File: src/hw/rtl/wvlt3d_pkg.sv
package wvlt3d_pkg;

  // coordinate width default
  localparam int COORD_BITS_DEF = 16;

  // field widths
  localparam int LEVEL_W    = 4;
  localparam int TYPE_W     = 3;
  localparam int LIMIT_W    = 17;
  localparam int CFG_IDX_W  = 2;
  localparam int CFG_DATA_W = 17;

  // highest level a 4-bit level register can name; bits of a coordinate examined
  localparam int LOW_W = (1 << LEVEL_W) - 1;

  // register indexes
  localparam logic [CFG_IDX_W-1:0] REG_MAX_LEVEL   = 2'd0;
  localparam logic [CFG_IDX_W-1:0] REG_COORD_LIMIT = 2'd1;

  // register reset values
  localparam logic [LEVEL_W-1:0] MAX_LEVEL_RST   = 4'd4;
  localparam logic [LIMIT_W-1:0] COORD_LIMIT_RST = 17'h10000;

  // coefficient type codes, bit0 x, bit1 y, bit2 z; 1 marks a wavelet axis
  localparam logic [TYPE_W-1:0] TYPE_SCALING = 3'd0;
  localparam logic [TYPE_W-1:0] TYPE_X       = 3'd1;
  localparam logic [TYPE_W-1:0] TYPE_Y       = 3'd2;
  localparam logic [TYPE_W-1:0] TYPE_XY      = 3'd3;
  localparam logic [TYPE_W-1:0] TYPE_Z       = 3'd4;
  localparam logic [TYPE_W-1:0] TYPE_XZ      = 3'd5;
  localparam logic [TYPE_W-1:0] TYPE_YZ      = 3'd6;

  // live configuration handed to the classifiers
  typedef struct packed {
    logic [LEVEL_W-1:0] max_level;
    logic [LIMIT_W-1:0] coordinate_limit;
  } cfg_t;

  // classification of one axis
  typedef struct packed {
    logic               wavelet;
    logic               oor;
    logic [LEVEL_W-1:0] level;
  } axis_t;

endpackage

File: src/hw/rtl/wvlt3d_if.sv
// vertex input channel
interface wvlt3d_in_if #(
  parameter int COORD_BITS = wvlt3d_pkg::COORD_BITS_DEF
) ();
  logic                  valid;
  logic                  ready;
  logic [COORD_BITS-1:0] coord_x;
  logic [COORD_BITS-1:0] coord_y;
  logic [COORD_BITS-1:0] coord_z;

  modport source (output valid, output coord_x, output coord_y, output coord_z, input ready);
  modport sink   (input valid, input coord_x, input coord_y, input coord_z, output ready);
endinterface

// classification result channel
interface wvlt3d_out_if ();
  import wvlt3d_pkg::*;
  logic               valid;
  logic               ready;
  logic [TYPE_W-1:0]  coeff_type;
  logic [LEVEL_W-1:0] coeff_level;
  logic               out_of_range;

  modport source (output valid, output coeff_type, output coeff_level, output out_of_range,
                  input ready);
  modport sink   (input valid, input coeff_type, input coeff_level, input out_of_range,
                  output ready);
endinterface

// register write channel
interface wvlt3d_cfg_if ();
  import wvlt3d_pkg::*;
  logic                  valid;
  logic                  ready;
  logic [CFG_IDX_W-1:0]  index;
  logic [CFG_DATA_W-1:0] data;

  modport source (output valid, output index, output data, input ready);
  modport sink   (input valid, input index, input data, output ready);
endinterface

File: src/hw/rtl/wvlt3d_cfg.sv
module wvlt3d_cfg (
  input  logic              clk,
  input  logic              rst,
  wvlt3d_cfg_if.sink        cfg_wr,
  output wvlt3d_pkg::cfg_t  cfg
);
  import wvlt3d_pkg::*;

  logic [LEVEL_W-1:0] max_level;
  logic [LIMIT_W-1:0] coordinate_limit;

  // writes never stall
  assign cfg_wr.ready = 1'b1;

  // register file; unknown indexes are dropped
  always_ff @(posedge clk) begin
    if (rst) begin
      max_level        <= MAX_LEVEL_RST;
      coordinate_limit <= COORD_LIMIT_RST;
    end else if (cfg_wr.valid) begin
      case (cfg_wr.index)
        REG_MAX_LEVEL:   max_level        <= cfg_wr.data[LEVEL_W-1:0];
        REG_COORD_LIMIT: coordinate_limit <= cfg_wr.data[LIMIT_W-1:0];
        default: ;
      endcase
    end
  end

  assign cfg.max_level        = max_level;
  assign cfg.coordinate_limit = coordinate_limit;

endmodule

File: src/hw/rtl/wvlt3d_axis.sv
module wvlt3d_axis #(
  parameter int COORD_BITS = wvlt3d_pkg::COORD_BITS_DEF
) (
  input  logic [COORD_BITS-1:0] coord,
  input  wvlt3d_pkg::cfg_t      cfg,
  output wvlt3d_pkg::axis_t     cls
);
  import wvlt3d_pkg::*;

  localparam int CMP_W = (COORD_BITS > LIMIT_W) ? COORD_BITS : LIMIT_W;

  logic [LOW_W-1:0] low;

  // low coordinate bits, zero above the coordinate width
  for (genvar i = 0; i < LOW_W; i++) begin : g_low
    if (i < COORD_BITS) begin : g_bit
      assign low[i] = coord[i];
    end else begin : g_zero
      assign low[i] = 1'b0;
    end
  end

  // lowest set bit below max_level gives the wavelet level; none means scaling
  // range check against the grid size
  always_comb begin
    cls.oor     = (CMP_W'(coord) >= CMP_W'(cfg.coordinate_limit));
    cls.wavelet = 1'b0;
    cls.level   = cfg.max_level;
    for (int i = LOW_W - 1; i >= 0; i--) begin
      if (low[i] && (i < int'(cfg.max_level))) begin
        cls.wavelet = 1'b1;
        cls.level   = LEVEL_W'(i + 1);
      end
    end
  end

endmodule

File: src/hw/rtl/wvlt3d_pick.sv
module wvlt3d_pick (
  input  wvlt3d_pkg::axis_t                     ax,
  input  wvlt3d_pkg::axis_t                     ay,
  input  wvlt3d_pkg::axis_t                     az,
  output logic [wvlt3d_pkg::TYPE_W-1:0]         coeff_type,
  output logic [wvlt3d_pkg::LEVEL_W-1:0]        coeff_level,
  output logic                                  out_of_range
);
  import wvlt3d_pkg::*;

  logic [TYPE_W-1:0]  raw;
  logic [LEVEL_W-1:0] lmin;
  logic               eq_xy;
  logic               eq_yz;
  logic               eq_zx;

  assign raw   = {az.wavelet, ay.wavelet, ax.wavelet};
  assign eq_xy = (ax.level == ay.level);
  assign eq_yz = (ay.level == az.level);
  assign eq_zx = (az.level == ax.level);

  // least level of the three axes
  always_comb begin
    lmin = ax.level;
    if (ay.level < lmin) lmin = ay.level;
    if (az.level < lmin) lmin = az.level;
  end

  // type selection; ties resolved towards the equal pair or the finest axis
  always_comb begin
    if (raw inside {TYPE_SCALING, TYPE_X, TYPE_Y, TYPE_Z}) begin
      coeff_type = raw;
    end else if (eq_xy && eq_zx) begin
      coeff_type = raw;
    end else if (eq_xy) begin
      coeff_type = (lmin == ax.level) ? TYPE_XY : TYPE_Z;
    end else if (eq_yz) begin
      coeff_type = (lmin == ay.level) ? TYPE_YZ : TYPE_X;
    end else if (eq_zx) begin
      coeff_type = (lmin == ax.level) ? TYPE_XZ : TYPE_Y;
    end else if (lmin == ax.level) begin
      coeff_type = TYPE_X;
    end else if (lmin == ay.level) begin
      coeff_type = TYPE_Y;
    end else begin
      coeff_type = TYPE_Z;
    end
  end

  assign coeff_level  = lmin;
  assign out_of_range = ax.oor | ay.oor | az.oor;

endmodule

File: src/hw/rtl/wavelet_vertex_level_type_3d_top.sv
// Wavelet vertex level and type classifier, three dimensions.
//
// in_ch  : one vertex (coord_x, coord_y, coord_z) per item, valid/ready.
// out_ch : one result per vertex: coeff_type (bits z,y,x, 1 = wavelet),
//          coeff_level (least axis level) and out_of_range.
// cfg_wr : register writes, index 0 max_level, index 1 coordinate_limit;
//          other indexes are dropped. Always ready. Write only while idle.
//
// An accepted vertex passes an input register, then the per-axis trailing-zero
// search, range compare and type pick, then the result register. One vertex
// per cycle is sustained while out_ch is ready; the depth of the trailing-zero
// priority logic sets the cycle time.
//
// Reset (rst, synchronous) empties both stages and loads max_level = 4 and
// coordinate_limit = 65536. When the receiver stalls, the result register
// holds its item and the input register takes one more vertex only if it is
// empty; ready on in_ch then drops until out_ch drains.
module wavelet_vertex_level_type_3d_top #(
  parameter int COORD_BITS = wvlt3d_pkg::COORD_BITS_DEF
) (
  input  logic          clk,
  input  logic          rst,
  wvlt3d_in_if.sink     in_ch,
  wvlt3d_out_if.source  out_ch,
  wvlt3d_cfg_if.sink    cfg_wr
);
  import wvlt3d_pkg::*;

  cfg_t cfg;
  axis_t ax;
  axis_t ay;
  axis_t az;

  logic                  s1_valid;
  logic [COORD_BITS-1:0] s1_x;
  logic [COORD_BITS-1:0] s1_y;
  logic [COORD_BITS-1:0] s1_z;
  logic                  s1_adv;

  logic [TYPE_W-1:0]  pick_type;
  logic [LEVEL_W-1:0] pick_level;
  logic               pick_oor;

  logic               res_valid;
  logic [TYPE_W-1:0]  res_type;
  logic [LEVEL_W-1:0] res_level;
  logic               res_oor;

  // registers
  wvlt3d_cfg u_cfg (
    .clk    (clk),
    .rst    (rst),
    .cfg_wr (cfg_wr),
    .cfg    (cfg)
  );

  // pipeline flow control
  assign s1_adv      = !res_valid || out_ch.ready;
  assign in_ch.ready = !s1_valid || s1_adv;

  // input register
  always_ff @(posedge clk) begin
    if (rst) begin
      s1_valid <= 1'b0;
    end else if (in_ch.ready) begin
      s1_valid <= in_ch.valid;
    end
  end

  always_ff @(posedge clk) begin
    if (in_ch.valid && in_ch.ready) begin
      s1_x <= in_ch.coord_x;
      s1_y <= in_ch.coord_y;
      s1_z <= in_ch.coord_z;
    end
  end

  // per-axis classification
  wvlt3d_axis #(.COORD_BITS(COORD_BITS)) u_axis_x (.coord(s1_x), .cfg(cfg), .cls(ax));
  wvlt3d_axis #(.COORD_BITS(COORD_BITS)) u_axis_y (.coord(s1_y), .cfg(cfg), .cls(ay));
  wvlt3d_axis #(.COORD_BITS(COORD_BITS)) u_axis_z (.coord(s1_z), .cfg(cfg), .cls(az));

  // type and level selection
  wvlt3d_pick u_pick (
    .ax           (ax),
    .ay           (ay),
    .az           (az),
    .coeff_type   (pick_type),
    .coeff_level  (pick_level),
    .out_of_range (pick_oor)
  );

  // result register
  always_ff @(posedge clk) begin
    if (rst) begin
      res_valid <= 1'b0;
    end else if (s1_adv) begin
      res_valid <= s1_valid;
    end
  end

  always_ff @(posedge clk) begin
    if (s1_valid && s1_adv) begin
      res_type  <= pick_type;
      res_level <= pick_level;
      res_oor   <= pick_oor;
    end
  end

  assign out_ch.valid        = res_valid;
  assign out_ch.coeff_type   = res_type;
  assign out_ch.coeff_level  = res_level;
  assign out_ch.out_of_range = res_oor;

endmodule

File: src/flat_wrapper.sv
// flat-port wrapper written by rule: the top's interface ports become plain ports
module wavelet_vertex_level_type_3d_top_flat import wvlt3d_pkg::*;
#(
  parameter int COORD_BITS = wvlt3d_pkg::COORD_BITS_DEF
)
  (clk, rst, in_ch_valid, in_ch_coord_x, in_ch_coord_y, in_ch_coord_z, in_ch_ready, out_ch_valid, out_ch_coeff_type, out_ch_coeff_level, out_ch_out_of_range, out_ch_ready, cfg_wr_valid, cfg_wr_index, cfg_wr_data, cfg_wr_ready);
  wvlt3d_in_if #(.COORD_BITS(COORD_BITS)) in_ch_i ();
  wvlt3d_out_if out_ch_i ();
  wvlt3d_cfg_if cfg_wr_i ();
  input  logic clk;
  input  logic rst;
  input wire logic [$bits(in_ch_i.valid)-1:0] in_ch_valid;
  input wire logic [$bits(in_ch_i.coord_x)-1:0] in_ch_coord_x;
  input wire logic [$bits(in_ch_i.coord_y)-1:0] in_ch_coord_y;
  input wire logic [$bits(in_ch_i.coord_z)-1:0] in_ch_coord_z;
  output wire logic [$bits(in_ch_i.ready)-1:0] in_ch_ready;
  output wire logic [$bits(out_ch_i.valid)-1:0] out_ch_valid;
  output wire logic [$bits(out_ch_i.coeff_type)-1:0] out_ch_coeff_type;
  output wire logic [$bits(out_ch_i.coeff_level)-1:0] out_ch_coeff_level;
  output wire logic [$bits(out_ch_i.out_of_range)-1:0] out_ch_out_of_range;
  input wire logic [$bits(out_ch_i.ready)-1:0] out_ch_ready;
  input wire logic [$bits(cfg_wr_i.valid)-1:0] cfg_wr_valid;
  input wire logic [$bits(cfg_wr_i.index)-1:0] cfg_wr_index;
  input wire logic [$bits(cfg_wr_i.data)-1:0] cfg_wr_data;
  output wire logic [$bits(cfg_wr_i.ready)-1:0] cfg_wr_ready;
  assign in_ch_i.valid = in_ch_valid;
  assign in_ch_i.coord_x = in_ch_coord_x;
  assign in_ch_i.coord_y = in_ch_coord_y;
  assign in_ch_i.coord_z = in_ch_coord_z;
  assign in_ch_ready = in_ch_i.ready;
  assign out_ch_valid = out_ch_i.valid;
  assign out_ch_coeff_type = out_ch_i.coeff_type;
  assign out_ch_coeff_level = out_ch_i.coeff_level;
  assign out_ch_out_of_range = out_ch_i.out_of_range;
  assign out_ch_i.ready = out_ch_ready;
  assign cfg_wr_i.valid = cfg_wr_valid;
  assign cfg_wr_i.index = cfg_wr_index;
  assign cfg_wr_i.data = cfg_wr_data;
  assign cfg_wr_ready = cfg_wr_i.ready;
  wavelet_vertex_level_type_3d_top #(.COORD_BITS(COORD_BITS)) u_core (.clk(clk), .rst(rst), .in_ch(in_ch_i), .out_ch(out_ch_i), .cfg_wr(cfg_wr_i));
endmodule
File: config.mk
export PLATFORM = sky130hd
export DESIGN_NAME = wavelet_vertex_level_type_3d_top_flat
export DESIGN_NICKNAME = d
export VERILOG_FILES = /design/src/hw/rtl/wvlt3d_pkg.sv /design/src/hw/rtl/wvlt3d_if.sv /design/src/hw/rtl/wvlt3d_cfg.sv /design/src/hw/rtl/wvlt3d_axis.sv /design/src/hw/rtl/wvlt3d_pick.sv /design/src/hw/rtl/wavelet_vertex_level_type_3d_top.sv /design/src/flat_wrapper.sv
export SDC_FILE = /design/constraint.sdc
export NUM_CORES = 1
export LEC_CHECK = 0
export ABC_AREA = 1
export BUFFER_PORTS_ARGS = -buffer_cell sky130_fd_sc_hd__buf_2
export CORE_MARGIN = 8
export CORE_UTILIZATION = 35
export DETAILED_ROUTE_END_ITERATION = 12
export PLACE_DENSITY_LB_ADDON = 0.3
export SLEW_MARGIN = 15
export SYNTH_ARGS = -nofsm -noshare
export SYNTH_HDL_FRONTEND = slang
export SYNTH_SLANG_ARGS = --single-unit
File: constraint.sdc
create_clock -name clk -period 4.1 [get_ports clk]
set_input_delay 0.41 -clock clk [delete_from_list [all_inputs] [get_ports clk]]
set_output_delay 0.41 -clock clk [all_outputs]
set_load 0.01 [all_outputs]
==> results by group, run 1 <==
Worst setup path
  • Setup crit end kind: register
  • Kind of critical path: register to register
  • CP max stage delay: 0.43 ns
  • FF-to-FF setup slack: 0.21 ns
  • CP Max Fanout: 8
  • Critical Path AT: 3.99 ns
  • CP dominant cell by count: nand2_1
  • Worst reg2reg path startpoint: u_core.u_cfg.max_level[1]
  • Worst EP required: 4.20 ns
  • Worst Reg-to-Reg Cells: 31
  • CP bufs+invs: 2
  • CP startpoint kind: register
  • Slowest cell on the critical path: dfxtp_4
  • Reg2reg end: u_core.out_ch.coeff_type[2]
  • CP top delay family: simple AND/OR/NAND/NOR gates

Clock network
  • Worst-path clk slew: 0.06 ns
  • Clock tree from TritonCTS: built
  • Root buf cell: clkbuf_16
  • Clk buf depth: 2
  • H-tree level count: 3
  • Post-CTS Hold Buffers: 0
  • CTS buffer count: 9
  • Clk Latency, worst-skew pair: 0.35 ns
  • TritonCTS Sinks: 79

Die
  • Starting Density: 35.8%
  • Chip width: roughly 140 µm
  • # IOs: 83
  • Core ar.: 14500 µm²
  • Num rows: 44
  • Die height: 138 µm
  • Die Footprint: 18900 µm²

Logic synthesis
  • #FFs+latches synth: 79
  • Syn_nets: 751
  • Number of synthesized flops with an enable pin: 56
  • Async S/R FF share, synth: 0%
  • Netlist cell types: 45
  • Top_reg_cell synth: edfxtp_1
  • Largest cells by area after synthesis: edfxtp_1 32%, ha_1 14%, nand2_1 11%, dfxtp_1 8.9%, inv_1 5.1%
  • Synth Warn #: 0
  • Sequential fraction of the synthesis area: 41.4%
  • Mapped Avg Cell Area: 8.32 µm²
  • Post-Syn Instances: 622
  • Synth top area share: around 32%
  • Synth area leader: edfxtp_1
  • Synth Cell Area: 5180 µm²

GRT
  • Tot GR Track Use: 16.2%
  • Antenna violations before repair: 0
  • First-pass GRT wire length: 23400 µm
  • Vias in the first global route: 4709
  • Largest net degree at the start of global routing: between 40 and 50
  • GRT overflow: 0

Drt
  • Total Wirelength: 15400 µm
  • Via count: between 4000 and 5000
  • DR vias/cell: between 5 and 6
  • Final ANT Viol Nets: 0
  • DR iter-0 viols: 281
  • DRC viols: 0
  • Routed wire per std cell: 16.6 µm
  • Drt pass-1 iters: 5

Timing
  • Hold_ws: 0.234 ns
  • Crit share post-route: 94.9%
  • Final Critical Period: 3.89 ns
  • Final hold viol count: 0
  • Worst-Margin Slew: around 1 ns
  • Sum Neg Setup Slack: 0 ns
  • Slew HR: 31.4%
  • Final Setup Violations: 0
  • Worst Skew: 0.00501 ns
  • Fmax: 257 MHz
  • Slew Limit Fails: 0

Min path
  • Hold Path Depth: 1
  • WHS Endpoint: u_core.s1_y[3]
  • Worst Hold Class: input port to register
  • Min-delay src: in_ch_coord_y[3]

Layout
  • Area growth syn-to-layout: 27.1%
  • Layout cells sized above 1: 29.6%
  • # nets final: 867
  • Most common cell after layout, fill and taps aside: nand2_1
  • Diode count: 0
  • Most frequent cells in the layout: 131 x nand2_1, 81 x buf_2, 67 x inv_1

Pwr
  • Sw Pwr: 0.830 mW
  • Switching share of power: 32.8%
  • Leakage power: 3.05 nW
  • Part of the power in registers: approximately 38%
  • Int Pwr: 1.70 mW
  • Clock share of power: between 30% and 40%
  • Power density over the cells: 385 nW/µm²
  • Worst vdd ir: about 0.00032 V
  • Tot Pwr: roughly 2.5 mW
  • Comb power frac: 30.7%

Status
  • Status: completed

Placed design
  • Placer's final routability congestion estimate: around 0.93
  • DP Wirelength: 12500 µm
  • Port bufs: between 80 and 90

Run
  • Max-Cap Viols: 0
==> metrics by stage <==
step / cells / area (µm²) / util, % / setup WS [ns]
after CTS: 917 / 6240 / 43.1 / 0.00315
after detailed placement: 901 / 5950 / 41.1 / -0.111
final: 927 / 6580 / 45.5 / 0.208
after global routing: 927 / 6580 / 45.5 / -0.0907
after floorplan: 622 / 5180 / - / 0.125
after global placement: 901 / 5950 / 41.1 / 0.0443
==> flip-flops by register name, indices dropped and copies added, names as in the netlist <==
name	cells
u_core.u_cfg.max_level	4
u_core.s1_x	16
u_core.out_ch.coeff_level	4
u_core.s1_z	16
u_core.s1_valid	1
u_core.u_cfg.coordinate_limit	17
u_core.out_ch.coeff_type	3
u_core.out_ch.out_of_range	1
u_core.s1_y	16
u_core.out_ch.valid	1
==> what timing repair did <==
item | 4_1_cts | 5_1_grt
resized for setup | 2 | 75
buffers inserted | 0 | 11
endpoints found under the setup margin | 3 | 3
pin swaps | 0 | 41
==> cell type report <==
| type | count | area [µm²] |
|---|---|---|
| Multi-Input combinational cell | 453 | 2930 |
| Fill cell | 1408 | 7900 |
| Timing Repair Buffer | 114 | 661 |
| Sequential cell | 79 | 2160 |
| Inverter | 81 | 313 |
| Clock inverter | 5 | 58.8 |
| Tap cell | 184 | 230 |
| Clock buffer | 11 | 233 |
==> Yosys cell counts, types with 3 or more instances <==
cell type and n:
ha_1 57, clkbuf_1 5, o21ai_1 7, nor2_2 4, nor2_1 40, o21ai_0 29
nand3_1 34, nor4_1 3, a21oi_1 49, xor2_1 5, nand2_2 9, dfxtp_1 23
nor3_1 6, a211oi_1 4, o21bai_1 3, o21ai_2 3, inv_1 71, nand4_1 16
nand3_2 4, nand2_1 151, inv_2 8, edfxtp_1 56, nand2_4 5, buf_4 4
==> power by group through the flow <==
stage | clock, mW | combinational, mW | sequential (mW)
after global placement | 0 | 0.635 | 0.973
after detailed placement | 0 | 0.650 | 0.974
after CTS | 0.818 | 0.652 | 0.958
after global routing | 0.848 | 0.858 | 0.965
after floorplan | 0 | 0.436 | 0.964
final | 0.796 | 0.777 | 0.960
==> worst max-delay path by stage <==
stage / start / to / slack, ns / cells past startpoint
floorplan: u_core.u_cfg.max_level[3] / u_core.out_ch.coeff_type[2] / 0.12 / 28
finish: u_core.u_cfg.max_level[1] / u_core.out_ch.coeff_type[2] / 0.21 / 31
CTS: u_core.u_cfg.max_level[2] / u_core.out_ch.coeff_type[1] / 0.003 / 28
global route: u_core.u_cfg.max_level[2] / u_core.out_ch.coeff_type[2] / -0.09 / 39
global placement: u_core.u_cfg.max_level[2] / u_core.out_ch.coeff_type[2] / 0.04 / 31
detailed placement: u_core.u_cfg.max_level[2] / u_core.out_ch.coeff_type[1] / -0.11 / 28
==> cells by family (layout without fill, tap and decap cells) <==
group,count (synthesis),in the layout,share of synthesized area (%)
AOI/OAI and AO/OA,111,111,12.5
xor gates and xnor gates,6,6,1.01
adders and majority gates,57,57,13.8
buffers and inverters,90,211,6.84
DFF,79,79,41.4
other,1,1,0.0724
and+or+nand+nor,278,278,24.4
==> per-layer routing <==
metal,share of wire [%],vias to the layer above,global-route usage [%]
li1,-,2361,-
met1,44,2194,19.6
met2,47,140,26.8
met3,6.3,33,4.41
met4,2.4,0,6.40
met5,0,-,0
Power figures use the tool's default switching activity.
==> run 2: changes to the inputs <==
--- a/config.mk
+++ b/config.mk
@@ -9,6 +9,7 @@
 export BUFFER_PORTS_ARGS = -buffer_cell sky130_fd_sc_hd__buf_2
 export CORE_MARGIN = 8
 export CORE_UTILIZATION = 35
+export CTS_BUF_LIST = sky130_fd_sc_hd__clkbuf_4
 export DETAILED_ROUTE_END_ITERATION = 12
 export PLACE_DENSITY_LB_ADDON = 0.3
 export SLEW_MARGIN = 15
==> run 2 against run 1 <==
  * Design area fell by 2.5%
  * Critical path depth did not move
  * First-iteration DRC count fell by 12%
  * Non-clock buffer count fell by 1
  * Routed wire length fell by 0.72%
  * Hold slack got worse by 0.13 ns
  * Sequential share of layout area rose by 0.85 points
  * Combinational power fell by 0.5%
  * Count of clock-buffer cells in the layout did not move
  * Global-route usage fell by 0.054 points
  * Maximum frequency fell by 0.83%
  * Setup slack got worse by 0.032 ns
  * Largest cell class unchanged
  * Largest power group unchanged
==> results by group, run 2 (synthesis results as in run 1) <==
Timing
  • Fmax: 255 MHz (-0.83%)
  • Worst Skew: 0.0184 ns (+0.0134 ns)
  • Slew HR: 31.3% (-0.10 points)
  • Setup slack after layout: 0.176 ns (-0.0325 ns)
  • Final Critical Period: 3.92 ns (+0.0325 ns)
  • Slew Limit Fails: 0 (unchanged)
  • Crit share post-route: 95.7% (+0.79 points)
  • Final Setup Violations: 0 (unchanged)
  • Worst-Margin Slew: 1.03 ns (+0.00157 ns)
  • Final hold viol count: 0 (unchanged)

Worst setup path
  • CP startpoint kind: register
  • Worst EP required: 4.32 ns (+0.12 ns)
  • Critical Path AT: 4.15 ns (+0.16 ns)
  • Kind of critical path: register to register
  • Setup crit end kind: register
  • CP Max Fanout: 7 (-1)
  • CP max stage delay: 0.45 ns (+0.02 ns)
  • CP dominant cell by count: nand2_1
  • Slowest cell on the critical path: dfxtp_4

Placed design
  • Port bufs: 81 (unchanged)
  • DP Wirelength: 12500 µm (unchanged)
  • Pre-CTS setup slack: -0.111 ns (unchanged)
  • Placer's final routability congestion estimate: 0.933 (unchanged)

Die
  • Starting Density: 35.8% (unchanged)
  • Core ar.: 14500 µm² (unchanged)
  • Num rows: 44 (unchanged)
  • Die height: 138 µm (unchanged)
  • # IOs: 83 (unchanged)
  • Die Footprint: 18900 µm² (unchanged)
  • Chip width: 138 µm (unchanged)

Min path
  • Worst Hold Class: input port to register

Drt
  • DR vias/cell: 5.08 (-0.40%)
  • Final ANT Viol Nets: 0 (unchanged)
  • Via count: 4704 (-0.51%)
  • Drt pass-1 iters: 4 (-1)
  • Total Wirelength: 15300 µm (-0.72%)
  • DRC viols: 0 (unchanged)
  • DR iter-0 viols: 248 (-12%)
  • Routed wire per std cell: 16.5 µm (-0.61%)

Layout
  • FF/Latch Area: 2160 µm² (unchanged)
  • Final Util: 44.3% (-1.1 points)
  • Multi-input logic area: 2920 µm² (-0.21%)
  • Max FFs per register: 17 (unchanged)
  • Most common cell after layout, fill and taps aside: nand2_1
  • Diode count: 0 (unchanged)
  • Most frequent cells in the layout: 133 x nand2_1, 81 x buf_2, 67 x inv_1
  • Area growth syn-to-layout: 23.9%
  • # nets final: 866 (-0.12%)
  • Fillers: 1429 (+1.5%)
  • Layout cells sized above 1: 29.5% (-0.095 points)
  • Largest Register: u_core.u_cfg.coordinate_limit

Clock network
  • Clk Latency, worst-skew pair: 0.46 ns (+0.11 ns)
  • Clock tree from TritonCTS: built
  • Post-CTS Hold Buffers: 0 (unchanged)
  • H-tree level count: 3 (unchanged)
  • TritonCTS Sinks: 79 (unchanged)
  • Worst-path clk slew: 0.14 ns (+0.08 ns)
  • Clk buf depth: 2 (unchanged)
  • Root buf cell: clkbuf_4
  • CTS buffer count: 9 (unchanged)

Run
  • Max-Cap Viols: 0 (unchanged)

GRT
  • Largest net degree at the start of global routing: 49 (unchanged)
  • Vias in the first global route: 4689 (-0.42%)
  • Antenna violations before repair: 0 (unchanged)
  • GRT overflow: 0 (unchanged)
  • First-pass GRT wire length: 23400 µm (-0.20%)
  • Tot GR Track Use: 16.2% (-0.054 points)

Pwr
  • Power density over the cells: 346 nW/µm² (-10%)
  • Worst vdd ir: 0.000213 V (-33%)
  • Tot Pwr: 2.22 mW (-12%)
  • Leakage power: 2.98 nW (-2.2%)

Status
  • Status: completed
==> run 2: layout make-up <==
type | count | area share [%]
multi-input combinational | 453 | 45.6
sequential | 79 | 33.6
timing repair buffer | 113 | 10.2
inverter | 81 | 4.84
tap | 184 | 3.59
clock buffer | 11 | 1.29
clock inverter | 5 | 0.917
==> run 2: per-layer routing <==
layer / wire (µm) / track usage (%) / up-vias
met5: 0 / 0 / -
met4: 278 / 5.25 / 0
met3: 968 / 4.74 / 25
met2: 7260 / 26.8 / 121
met1: 6820 / 19.7 / 2203
li1: - / - / 2355
==> run 2: worst max-delay path: cells and delay by family, from the launching register on <==
| kind | cells | cell delay, ns |
|---|---|---|
| AND/OR/NAND/NOR | 20 | 1.44 |
| buffers and inverters | 3 | 0.32 |
| AO/OA/AOI/OAI | 6 | 0.91 |
| adder cells (fa/ha/maj) | 2 | 0.54 |
| flip-flops | 1 | 0.45 |
==> run 2: stage by stage <==
stage / setup TNS [ns] / hold slack (ns) / instances / area [µm²]
finish: 0 / 0.108 / 926 / 6420
CTS: 0 / 0.0611 / 917 / 6100
detailed placement: -0.273 / 0.490 / 901 / 5950
global placement: 0 / 0.459 / 901 / 5950
floorplan: 0 / 0.445 / 622 / 5180
global route: -0.288 / 0.0454 / 926 / 6420
==> run 2: where the power goes <==
part | internal (mW) | leakage (nW) | switching (mW)
clock network | 0.201 | 0.0735 | 0.287
registers | 0.920 | 0.736 | 0.0378
logic | 0.307 | 2.18 | 0.466
==> run 2: path summary, 6_finish.rpt <==
check,endpoint,from,depth (start not counted),slack (ns)
setup / recovery,u_core.out_ch.coeff_type[2],u_core.u_cfg.max_level[2],31,0.18
hold / removal,u_core.s1_z[1],in_ch_coord_z[1],1,0.11
setup reg to reg,u_core.out_ch.coeff_type[2],u_core.u_cfg.max_level[2],31,0.18
hold reg to reg,u_core.out_ch.valid,u_core.out_ch.valid,2,0.51
==> run 2: repair_timing <==
item,CTS,global route
setup endpoints to repair,3,3
buffers inserted,0,10
resized for setup,3,71
pin swaps,0,40
